==> src/hw/rtl/rgb_ycbcr_color_convert_top_macros.svh <==
// Assertion macros shared by the color converter RTL.
// No dependencies; included by files that carry concurrent checks.
`ifndef RGB_YCBCR_COLOR_CONVERT_TOP_MACROS_SVH
`define RGB_YCBCR_COLOR_CONVERT_TOP_MACROS_SVH

// Clocked check, disabled while reset is asserted.
`define RYC_ASSERT(lbl, clk, rstn, prop) \
  lbl: assert property (@(posedge clk) disable iff (!rstn) (prop)) \
    else $error("color converter check failed");

// Condition in one cycle implies a condition in the next.
`define RYC_ASSERT_NEXT(lbl, clk, rstn, ante, cons) \
  `RYC_ASSERT(lbl, clk, rstn, (ante) |=> (cons))

`endif

==> src/hw/rtl/rgbycc_pkg.sv <==
// Shared constants, types and coefficient table for the color converter.
// No dependencies.
`timescale 1ns / 1ps
`default_nettype none

package rgbycc_pkg;

  localparam int COEF_FRAC_BITS = 10;
  localparam int PIX_W  = 8;
  localparam int OP_W   = PIX_W + 1;
  // Largest coefficient is below 4.0: two integer bits plus sign.
  localparam int COEF_W = COEF_FRAC_BITS + 3;
  localparam int PROD_W = COEF_W + OP_W;
  localparam int ACC_W  = PROD_W + 2;

  localparam int ONE  = 1 << COEF_FRAC_BITS;
  localparam int HALF = 1 << (COEF_FRAC_BITS - 1);

  localparam int C_257  = ((257  << COEF_FRAC_BITS) + 500) / 1000;
  localparam int C_504  = ((504  << COEF_FRAC_BITS) + 500) / 1000;
  localparam int C_098  = ((98   << COEF_FRAC_BITS) + 500) / 1000;
  localparam int C_439  = ((439  << COEF_FRAC_BITS) + 500) / 1000;
  localparam int C_368  = ((368  << COEF_FRAC_BITS) + 500) / 1000;
  localparam int C_071  = ((71   << COEF_FRAC_BITS) + 500) / 1000;
  localparam int C_148  = ((148  << COEF_FRAC_BITS) + 500) / 1000;
  localparam int C_291  = ((291  << COEF_FRAC_BITS) + 500) / 1000;
  localparam int C_1164 = ((1164 << COEF_FRAC_BITS) + 500) / 1000;
  localparam int C_1596 = ((1596 << COEF_FRAC_BITS) + 500) / 1000;
  localparam int C_813  = ((813  << COEF_FRAC_BITS) + 500) / 1000;
  localparam int C_391  = ((391  << COEF_FRAC_BITS) + 500) / 1000;
  localparam int C_2018 = ((2018 << COEF_FRAC_BITS) + 500) / 1000;

  localparam logic DIR_FWD = 1'b0;
  localparam logic DIR_INV = 1'b1;

  localparam logic [1:0] ROW_A = 2'd0;
  localparam logic [1:0] ROW_B = 2'd1;
  localparam logic [1:0] ROW_C = 2'd2;

  typedef logic signed [COEF_W-1:0] coef_t;
  typedef logic signed [OP_W-1:0]   op_t;
  typedef logic signed [ACC_W-1:0]  acc_t;

  // One output row: three weights and the offset with rounding half folded in.
  typedef struct packed {
    coef_t k0;
    coef_t k1;
    coef_t k2;
    acc_t  ofs;
  } row_coef_t;

  function automatic row_coef_t row_coef(input logic dir, input logic [1:0] row);
    row_coef_t rc;
    rc = '0;
    if (dir == DIR_FWD) begin
      case (row)
        ROW_A: begin
          rc.k0  = coef_t'(C_257);
          rc.k1  = coef_t'(C_504);
          rc.k2  = coef_t'(C_098);
          rc.ofs = acc_t'(16 * ONE + HALF);
        end
        ROW_B: begin
          rc.k0  = coef_t'(-C_148);
          rc.k1  = coef_t'(-C_291);
          rc.k2  = coef_t'(C_439);
          rc.ofs = acc_t'(128 * ONE + HALF);
        end
        ROW_C: begin
          rc.k0  = coef_t'(C_439);
          rc.k1  = coef_t'(-C_368);
          rc.k2  = coef_t'(-C_071);
          rc.ofs = acc_t'(128 * ONE + HALF);
        end
        default: rc = '0;
      endcase
    end else begin
      case (row)
        ROW_A: begin
          rc.k0  = coef_t'(C_1164);
          rc.k1  = coef_t'(0);
          rc.k2  = coef_t'(C_1596);
          rc.ofs = acc_t'(HALF);
        end
        ROW_B: begin
          rc.k0  = coef_t'(C_1164);
          rc.k1  = coef_t'(-C_391);
          rc.k2  = coef_t'(-C_813);
          rc.ofs = acc_t'(HALF);
        end
        ROW_C: begin
          rc.k0  = coef_t'(C_1164);
          rc.k1  = coef_t'(C_2018);
          rc.k2  = coef_t'(0);
          rc.ofs = acc_t'(HALF);
        end
        default: rc = '0;
      endcase
    end
    return rc;
  endfunction

endpackage

`default_nettype wire

==> src/hw/rtl/rgbycc_dot_row.sv <==
// One output channel: multiply, sum with offset, round and saturate.
// Three register stages; depends on rgbycc_pkg and the assertion macro header.
`timescale 1ns / 1ps
`default_nettype none
`include "rgb_ycbcr_color_convert_top_macros.svh"

module rgbycc_dot_row (
  input  wire logic                             clk_i,
  input  wire logic                             rst_ni,
  input  wire logic                             valid_i,
  input  wire rgbycc_pkg::row_coef_t            coef_i,
  input  wire rgbycc_pkg::op_t                  op_a_i,
  input  wire rgbycc_pkg::op_t                  op_b_i,
  input  wire rgbycc_pkg::op_t                  op_c_i,
  output logic                                  valid_o,
  output logic [rgbycc_pkg::PIX_W-1:0]          res_o
);

  localparam int SH_W = rgbycc_pkg::ACC_W - rgbycc_pkg::COEF_FRAC_BITS;

  logic signed [rgbycc_pkg::PROD_W-1:0] p0_d, p1_d, p2_d;
  logic signed [rgbycc_pkg::PROD_W-1:0] p0_q, p1_q, p2_q;
  rgbycc_pkg::acc_t                     ofs_q;
  rgbycc_pkg::acc_t                     acc_d, acc_q;
  logic [SH_W-1:0]                      sh;
  logic [rgbycc_pkg::PIX_W-1:0]         res_d, res_q;
  logic                                 s2_valid_q, s3_valid_q, s4_valid_q;

  // Stage 2: products
  assign p0_d = rgbycc_pkg::PROD_W'(coef_i.k0) * rgbycc_pkg::PROD_W'(op_a_i);
  assign p1_d = rgbycc_pkg::PROD_W'(coef_i.k1) * rgbycc_pkg::PROD_W'(op_b_i);
  assign p2_d = rgbycc_pkg::PROD_W'(coef_i.k2) * rgbycc_pkg::PROD_W'(op_c_i);

  // Stage 3: sum
  assign acc_d = rgbycc_pkg::acc_t'(p0_q) + rgbycc_pkg::acc_t'(p1_q)
               + rgbycc_pkg::acc_t'(p2_q) + ofs_q;

  // Stage 4: drop fraction, clamp to pixel range
  assign sh = acc_q[rgbycc_pkg::ACC_W-1:rgbycc_pkg::COEF_FRAC_BITS];
  always_comb begin
    if (acc_q[rgbycc_pkg::ACC_W-1]) begin
      res_d = '0;
    end else if (|sh[SH_W-2:rgbycc_pkg::PIX_W]) begin
      res_d = '1;
    end else begin
      res_d = sh[rgbycc_pkg::PIX_W-1:0];
    end
  end

  always_ff @(posedge clk_i or negedge rst_ni) begin
    if (!rst_ni) begin
      s2_valid_q <= 1'b0;
      s3_valid_q <= 1'b0;
      s4_valid_q <= 1'b0;
    end else begin
      s2_valid_q <= valid_i;
      s3_valid_q <= s2_valid_q;
      s4_valid_q <= s3_valid_q;
    end
  end

  always_ff @(posedge clk_i) begin
    p0_q  <= p0_d;
    p1_q  <= p1_d;
    p2_q  <= p2_d;
    ofs_q <= coef_i.ofs;
    acc_q <= acc_d;
    res_q <= res_d;
  end

  assign valid_o = s4_valid_q;
  assign res_o   = res_q;

  `RYC_ASSERT(a_row_latency, clk_i, rst_ni, valid_i |-> ##3 valid_o)
  `RYC_ASSERT(a_row_no_extra, clk_i, rst_ni, !valid_i |-> ##3 !valid_o)
  `RYC_ASSERT_NEXT(a_row_clamp_low, clk_i, rst_ni,
    s3_valid_q && acc_q[rgbycc_pkg::ACC_W-1], res_q == '0)

endmodule

`default_nettype wire

==> src/hw/rtl/rgb_ycbcr_color_convert_top.sv <==
// Top level of the BT.601 studio-range RGB <-> YCbCr converter.
// Depends on rgbycc_pkg, rgbycc_dot_row and the assertion macro header.
//
//  channel   direction  handshake                      payload
//  pixel in  in         start / busy                   in_a_i, in_b_i, in_c_i
//  result    out        out_valid_o strobe, 1 cycle    out_a_o, out_b_o, out_c_o
//  config    in/out     APB psel/penable/pwrite/pready direction at 0x0
//
// One pixel per clock; busy stays low, so a transfer can start every cycle.
// The pipeline stages are operand/coefficient select, multiply, sum and clamp.
// The three channels run in parallel rows, each with one 13x9 multiplier per term.
// Reset clears the direction register and all stage valid bits.
// The result is shown for one cycle; the receiver cannot stall it.
`timescale 1ns / 1ps
`default_nettype none
`include "rgb_ycbcr_color_convert_top_macros.svh"

module rgb_ycbcr_color_convert_top (
  input  wire logic                      clk_i,
  input  wire logic                      rst_ni,
  input  wire logic                      start,
  output logic                           busy,
  input  wire logic [rgbycc_pkg::PIX_W-1:0] in_a_i,
  input  wire logic [rgbycc_pkg::PIX_W-1:0] in_b_i,
  input  wire logic [rgbycc_pkg::PIX_W-1:0] in_c_i,
  output logic                           out_valid_o,
  output logic [rgbycc_pkg::PIX_W-1:0]   out_a_o,
  output logic [rgbycc_pkg::PIX_W-1:0]   out_b_o,
  output logic [rgbycc_pkg::PIX_W-1:0]   out_c_o,
  input  wire logic                      psel,
  input  wire logic                      penable,
  input  wire logic                      pwrite,
  input  wire logic [2:0]                paddr,
  input  wire logic [31:0]               pwdata,
  output logic [31:0]                    prdata,
  output logic                           pready
);

  localparam logic REG_DIRECTION = 1'b0;

  logic                  dir_q, dir_d;
  logic                  cfg_wr;
  logic                  accept;
  logic                  s1_valid_q;
  rgbycc_pkg::op_t       op_a_d, op_b_d, op_c_d;
  rgbycc_pkg::op_t       op_a_q, op_b_q, op_c_q;
  rgbycc_pkg::row_coef_t coef_q [3];
  logic [2:0]            row_valid;

  assign busy   = 1'b0;
  assign pready = 1'b1;
  assign accept = start && !busy;

  // Word index is paddr[2]; only index zero holds a register.
  assign cfg_wr = psel && penable && pwrite && pready && (paddr[2] == REG_DIRECTION);
  assign dir_d  = cfg_wr ? pwdata[0] : dir_q;
  assign prdata = (paddr[2] == REG_DIRECTION) ? {31'd0, dir_q} : 32'd0;

  always_ff @(posedge clk_i or negedge rst_ni) begin
    if (!rst_ni) begin
      dir_q      <= rgbycc_pkg::DIR_FWD;
      s1_valid_q <= 1'b0;
    end else begin
      dir_q      <= dir_d;
      s1_valid_q <= accept;
    end
  end

  // Stage 1: remove studio offsets in the inverse direction
  always_comb begin
    if (dir_q == rgbycc_pkg::DIR_INV) begin
      op_a_d = rgbycc_pkg::op_t'({1'b0, in_a_i}) - rgbycc_pkg::op_t'(16);
      op_b_d = rgbycc_pkg::op_t'({1'b0, in_b_i}) - rgbycc_pkg::op_t'(128);
      op_c_d = rgbycc_pkg::op_t'({1'b0, in_c_i}) - rgbycc_pkg::op_t'(128);
    end else begin
      op_a_d = rgbycc_pkg::op_t'({1'b0, in_a_i});
      op_b_d = rgbycc_pkg::op_t'({1'b0, in_b_i});
      op_c_d = rgbycc_pkg::op_t'({1'b0, in_c_i});
    end
  end

  always_ff @(posedge clk_i) begin
    op_a_q    <= op_a_d;
    op_b_q    <= op_b_d;
    op_c_q    <= op_c_d;
    coef_q[0] <= rgbycc_pkg::row_coef(dir_q, rgbycc_pkg::ROW_A);
    coef_q[1] <= rgbycc_pkg::row_coef(dir_q, rgbycc_pkg::ROW_B);
    coef_q[2] <= rgbycc_pkg::row_coef(dir_q, rgbycc_pkg::ROW_C);
  end

  rgbycc_dot_row u_row_a (
    .clk_i   (clk_i),
    .rst_ni  (rst_ni),
    .valid_i (s1_valid_q),
    .coef_i  (coef_q[0]),
    .op_a_i  (op_a_q),
    .op_b_i  (op_b_q),
    .op_c_i  (op_c_q),
    .valid_o (row_valid[0]),
    .res_o   (out_a_o)
  );

  rgbycc_dot_row u_row_b (
    .clk_i   (clk_i),
    .rst_ni  (rst_ni),
    .valid_i (s1_valid_q),
    .coef_i  (coef_q[1]),
    .op_a_i  (op_a_q),
    .op_b_i  (op_b_q),
    .op_c_i  (op_c_q),
    .valid_o (row_valid[1]),
    .res_o   (out_b_o)
  );

  rgbycc_dot_row u_row_c (
    .clk_i   (clk_i),
    .rst_ni  (rst_ni),
    .valid_i (s1_valid_q),
    .coef_i  (coef_q[2]),
    .op_a_i  (op_a_q),
    .op_b_i  (op_b_q),
    .op_c_i  (op_c_q),
    .valid_o (row_valid[2]),
    .res_o   (out_c_o)
  );

  assign out_valid_o = row_valid[0];

  `RYC_ASSERT(a_rows_aligned, clk_i, rst_ni,
    (row_valid[0] == row_valid[1]) && (row_valid[0] == row_valid[2]))
  `RYC_ASSERT(a_latency, clk_i, rst_ni, accept |-> ##4 out_valid_o)
  `RYC_ASSERT_NEXT(a_dir_write, clk_i, rst_ni, cfg_wr, dir_q == $past(pwdata[0]))

endmodule

`default_nettype wire
==> config.mk <==
export PLATFORM = sky130hd
export DESIGN_NAME = rgb_ycbcr_color_convert_top
export DESIGN_NICKNAME = d
export VERILOG_FILES = /design/src/hw/rtl/rgbycc_pkg.sv /design/src/hw/rtl/rgbycc_dot_row.sv /design/src/hw/rtl/rgb_ycbcr_color_convert_top.sv
export VERILOG_INCLUDE_DIRS = /design/src /design/src/hw/rtl
export SDC_FILE = /design/constraint.sdc
export NUM_CORES = 2
export LEC_CHECK = 0
export ABC_AREA = 1
export BUFFER_PORTS_ARGS = -buffer_cell sky130_fd_sc_hd__buf_2
export CORE_ASPECT_RATIO = 1.4
export CORE_MARGIN = 10
export CORE_UTILIZATION = 50
export CTS_CLUSTER_DIAMETER = 120
export DETAILED_ROUTE_END_ITERATION = 16
export PLACE_DENSITY = 0.67
export SETUP_SLACK_MARGIN = 0.05
export SKIP_LAST_GASP = 1
export SYNTH_ARGS = -nofsm -noshare
export SYNTH_HDL_FRONTEND = slang
export SYNTH_SLANG_ARGS = --single-unit
==> constraint.sdc <==
create_clock -name clk_i -period 6.8 [get_ports clk_i]
set_clock_uncertainty 0.2 [all_clocks]
set_input_delay 1.36 -clock clk_i [delete_from_list [all_inputs] [get_ports clk_i]]
set_output_delay 1.36 -clock clk_i [all_outputs]
set_load 0.05 [all_outputs]
# Yosys cells after proc, flatten, opt, wreduce, memory -nomap -nowiden
# Memories as Yosys holds them, arrays and structs flattened.
# Index checks and enable logic that the tools add are counted.
[classes]
add_sub_neg = 12
bitwise = 1
reduce_logical = 6
mul = 9
muxes = 10
[ops]
columns = ["cell", "n"]
rows = [
  ["multiplier 13 x 9 -> 22 bit", 9],
  ["2-to-1 mux 61 bit", 2],
  ["adder 23 x 22 -> 24 bit", 3],
  ["adder 24 bit", 3],
  ["adder 22 x 22 -> 23 bit", 3],
  ["2-to-1 mux 63 bit", 1],
  ["2-to-1 mux 8 bit", 6],
  ["subtractor 8 x 8 -> 9 bit (second input constant)", 2],
  ["OR reduction 5 bit", 3],
  ["subtractor 8 x 5 -> 9 bit (second input constant)", 1],
  ["logical AND 1 bit", 3],
  ["2-to-1 mux 1 bit", 1],
  ["NOT 1 bit", 1],
]
[word_totals]
ramBits = 189
n_memories = 1
register_bits = 398
word_cells = 68
out_inout_bits = 59
[mem_list]
columns = ["memory", "depth", "word_bits", "read_ports", "rd_clocked_by_memory_dff", "wr", "line_no", "source"]
rows = [
  ["coef_q", 3, 63, 3, 0, 3, "rgb_ycbcr_color_convert_top.sv:47", "rgbycc_pkg::row_coef_t coef_q [3];"],
]

# Logic depth before layout (Yosys ltp)
[logic_depth]
depth_word = 3
mapped_depth = 27
depth_no_buf = 27

# By module
# Synthesis repeated with hierarchy kept, for this count alone.
[unflattened]
cells_unflattened = 6296
hier_area_um2 = 52626.7
[modules_own_cells]
columns = ["module", "area_per_inst_um2", "seq_area_each_um2", "n_inst", "cells_per_inst"]
rows = [
  ["rgbycc_dot_row (u_row_a)", 17225.3, 2317.2, 1, 2074],
  ["rgbycc_dot_row (u_row_b)", 17187.7, 2317.2, 1, 2065],
  ["rgbycc_dot_row (u_row_c)", 17154.0, 2317.2, 1, 2058],
  ["rgb_ycbcr_color_convert_top", 1059.8, 630.6, 1, 99],
]

# Worst setup path after synthesis
# OpenSTA, ideal clock, no wires.
[synth_path]
path_type = "register to register"
startpoint = "memory coef_q[0][184] (netlist name)"
endpoint = "register u_row_b.p0_q[21] (netlist name)"
required_ps = 6488
path_stages_with_launch = 22
arrival_time_ps = 4837
path_buffers = 2
setup_slack_ps = 1651
setup_ps = 112
cell_sequence = "dfxtp_1 > buf_2 > clkbuf_1 > nand2_1 > inv_1 > fa_1 > fa_1 > inv_1 > fa_1 > fa_1 > inv_1 > ha_1 > ha_1 > fa_1 > nand2_1 > nand3_1 > o21ai_0 > inv_1 > nand3_1 > nand3_1 > nand3_1 > nand2_1"
[synth_rtl]
columns = ["item", "line_no", "source"]
rows = [
  ["from (decl)", "rgb_ycbcr_color_convert_top.sv:47", ""],
  ["to (signal assigned)", "rgbycc_dot_row.sv:63", "p0_q <= p0_d;"],
  ["to (decl)", "rgbycc_dot_row.sv:22", "logic signed [rgbycc_pkg::PROD_W-1:0] p0_q, p1_q, p2_q;"],
]

==> key figures <==
Global route
  • Initial antenna violation count: 0
  • Total GRT Usage: 0.2074
  • Largest net degree at the start of global routing: 21
  • Number of global-route vias before repair: 25,050
  • Total gr overflow: 0
  • Global-route wire length before repair: 127.4 mm

Placed design
  • Post-placement setup slack: 1.035 ns
  • Dpl hpwl: 68.66 mm
  • PortBufs: 57
  • Routability Congestion: 0.9528

Critical path
  • R2r setup slk: 0.95 ns
  • Reg-to-Reg End: u_row_c.p1_q[15]
  • CP Max Fanout: 20
  • Worst r2r src: coef_q[0][184]
  • Worst setup SP type: register
  • Reg2reg path depth: 18
  • CP Launch Point: coef_q[0][184]
  • Critical Path Sink: u_row_c.p1_q[15]
  • Worst setup EP type: register
  • CP required: 7.04 ns
  • Data arrival, critical path: 6.10 ns
  • Critical Setup Path Class: register to register

Floorplanning
  • Chip Height: 326.3 um
  • Row count: 112
  • I/O pin cnt: 124
  • Die width: 238.8 um
  • Initial Util: 0.5035
  • Full die area: 0.07794 mm^2
  • CORE AREA: 0.06656 mm^2

Routing
  • Final ANT Viol Nets: 0
  • First-pass DRT Iterations: 5
  • Drt wl/cell: 16.54 um
  • Vias/cell: 5.017
  • DRT Wirelength: 78.08 mm
  • DR iter-0 viols: 956
  • Vias: 23,680
  • DRC viols: 0

CTS
  • CTS tree: built
  • Worst-Skew Late Latency: 0.58 ns
  • Clock transition at the registers of the reported paths: 0.06 ns
  • Post-CTS sizing: 0
  • Clock sinks: 287
  • Post-CTS setup buffers: 0
  • H-tree Lvls: 2
  • Hold_buf cts: 0
  • TritonCTS buffer count: 35
  • Clk buf depth: 3
  • Clock root buffer: clkbuf_16

STA
  • Final WS setup: 0.9466 ns
  • Final Hold Vio Count: 0
  • Endpoints failing setup: 0
  • RSZ-0062 raised after global routing: no
  • Post-layout min period: 5.853 ns
  • Slew @ Worst Pin: 0.9345 ns
  • Period utilisation layout: 0.8608
  • Peak Freq: 170.8 MHz
  • Count of pins over their slew limit: 0
  • Rel. slew slack: 0.3761
  • Setup_tns: 0 ns

Synth
  • Synth area leader: fa_1
  • Synth warnings: 0
  • Synthesized area: 0.03352 mm^2
  • Main synth FF type: dfxtp_1
  • Mean post-synth cell area: 8.981 um^2
  • Distinct cells, synth: 48
  • Sequential share of the synthesized area: 0.1722
  • Synthesized instance count: 3,732
  • Post-synth top cells: inv_1 (843), ha_1 (627), nand2_1 (548), fa_1 (446), dfxtp_1 (282)
  • Post-synthesis register bit count: 287
  • Top-count cell post-synth: inv_1
  • Post-synth EDFFs: 0
  • Post-synth ARST share: 0.01742
  • Synth area leaders: fa_1 (27%), ha_1 (23%), dfxtp_1 (17%)
  • Share of the synthesized area in the top cell type: 0.2664

Layout
  • Final #Nets: 4,976
  • Diode count: 0
  • Area Overhead vs Synth: 7.907%
  • Fraction of layout cells with a size suffix above 1: 0.04347

Worst hold path
  • Hold Crit Depth: 0
  • Hold crit path type: register to register

Flow run
  • Max cap viols: 0

Outcome
  • Outcome: completed
[layout make-up]
cell class / count / area, um^2
fillers: 6090 / 30400
multi-input cells: 2595 / 24430
flip-flops and latches: 287 / 5771
inverters: 844 / 3168
well taps: 855 / 1070
clock buffers: 44 / 970.9
repair buffers: 75 / 420.4
clock inverters: 20 / 339.1
[placed cells by master (no fill, tap or decap), types with 26 or more instances in the layout]
master	Yosys	final
conb_1	2	43
fa_1	446	446
xnor2_1	35	35
dfxtp_1	282	282
nor2_1	147	147
o21bai_1	33	33
xor2_1	119	119
clkbuf_16	0	36
nor3_1	26	26
buf_2	3	57
nand3_1	147	147
a21oi_1	214	214
nand4_1	30	30
nand2_1	548	548
inv_1	843	843
o21ai_0	81	81
ha_1	627	627
[metrics by stage]
stage	hold WS, ns	util	std cells	cell area, um^2
floorplan	0.1312	-	3773	33670
global placement	0.1373	0.5237	4656	34860
detailed placement	0.1394	0.5237	4656	34860
finish	0.1516	0.5433	4720	36170
CTS	0.1534	0.5433	4720	36170
global route	0.1556	0.5433	4720	36170
[state kept, by name, indices dropped and copies added, names as in the netlist, 8 cells and up]
name and flops:
u_row_a.p0_q 21, u_row_b.p2_q 22, op_b_q 9, u_row_a.res_o 8, u_row_c.p1_q 22, u_row_b.p1_q 20, op_a_q 9, op_c_q 9
u_row_b.p0_q 19, u_row_a.p1_q 19, u_row_a.p2_q 20, u_row_a.acc_q 14, u_row_c.p0_q 21, u_row_c.acc_q 14, u_row_b.acc_q 14, u_row_c.p2_q 22
u_row_b.res_o 8, u_row_c.res_o 8
[worst max-delay path, cell delays in order, from the launching register on]
cell	delay, ns
dfxtp_1	0.93
buf_4	0.34
nand2_1	0.27
inv_1	0.40
ha_1	0.30
inv_1	0.13
fa_1	0.48
fa_1	0.50
inv_1	0.05
fa_1	0.49
fa_1	0.43
ha_1	0.37
a21oi_1	0.17
nand2_1	0.14
nand2_1	0.08
nand2_1	0.11
nand3_1	0.10
nand2_1	0.06
xor2_1	0.15
[metal layers]
| layer | global-route usage | part of all wire | up-vias |
|---|---|---|---|
| met5 | 0 | 0 | - |
| met4 | 0.09714 | 0.049 | 0 |
| met3 | 0.02596 | 0.037 | 132 |
| met2 | 0.3812 | 0.52 | 456 |
| met1 | 0.2327 | 0.40 | 11230 |
| li1 | - | - | 11870 |
[logic make-up after synthesis]
group | Yosys count | share of synthesized area
xor+xnor | 154 | 0.04024
other cells | 2 | 0.0002241
simple gates | 946 | 0.1206
fa+ha+maj | 1073 | 0.5004
buf+inv | 891 | 0.1036
compound gates | 379 | 0.06271
flops | 287 | 0.1722
[worst min-delay path by stage]
stage | start | endpoint
floorplan | s1_valid_q | u_row_a.s2_valid_q
global placement | u_row_a.s3_valid_q | u_row_a.valid_o
detailed placement | u_row_a.s3_valid_q | u_row_a.valid_o
CTS | s1_valid_q | u_row_a.s2_valid_q
global route | s1_valid_q | u_row_a.s2_valid_q
finish | s1_valid_q | u_row_a.s2_valid_q
Power is left out: the tool's default activity adds up to more than one toggle a clock period on the data nets, which glitch-free logic cannot reach.
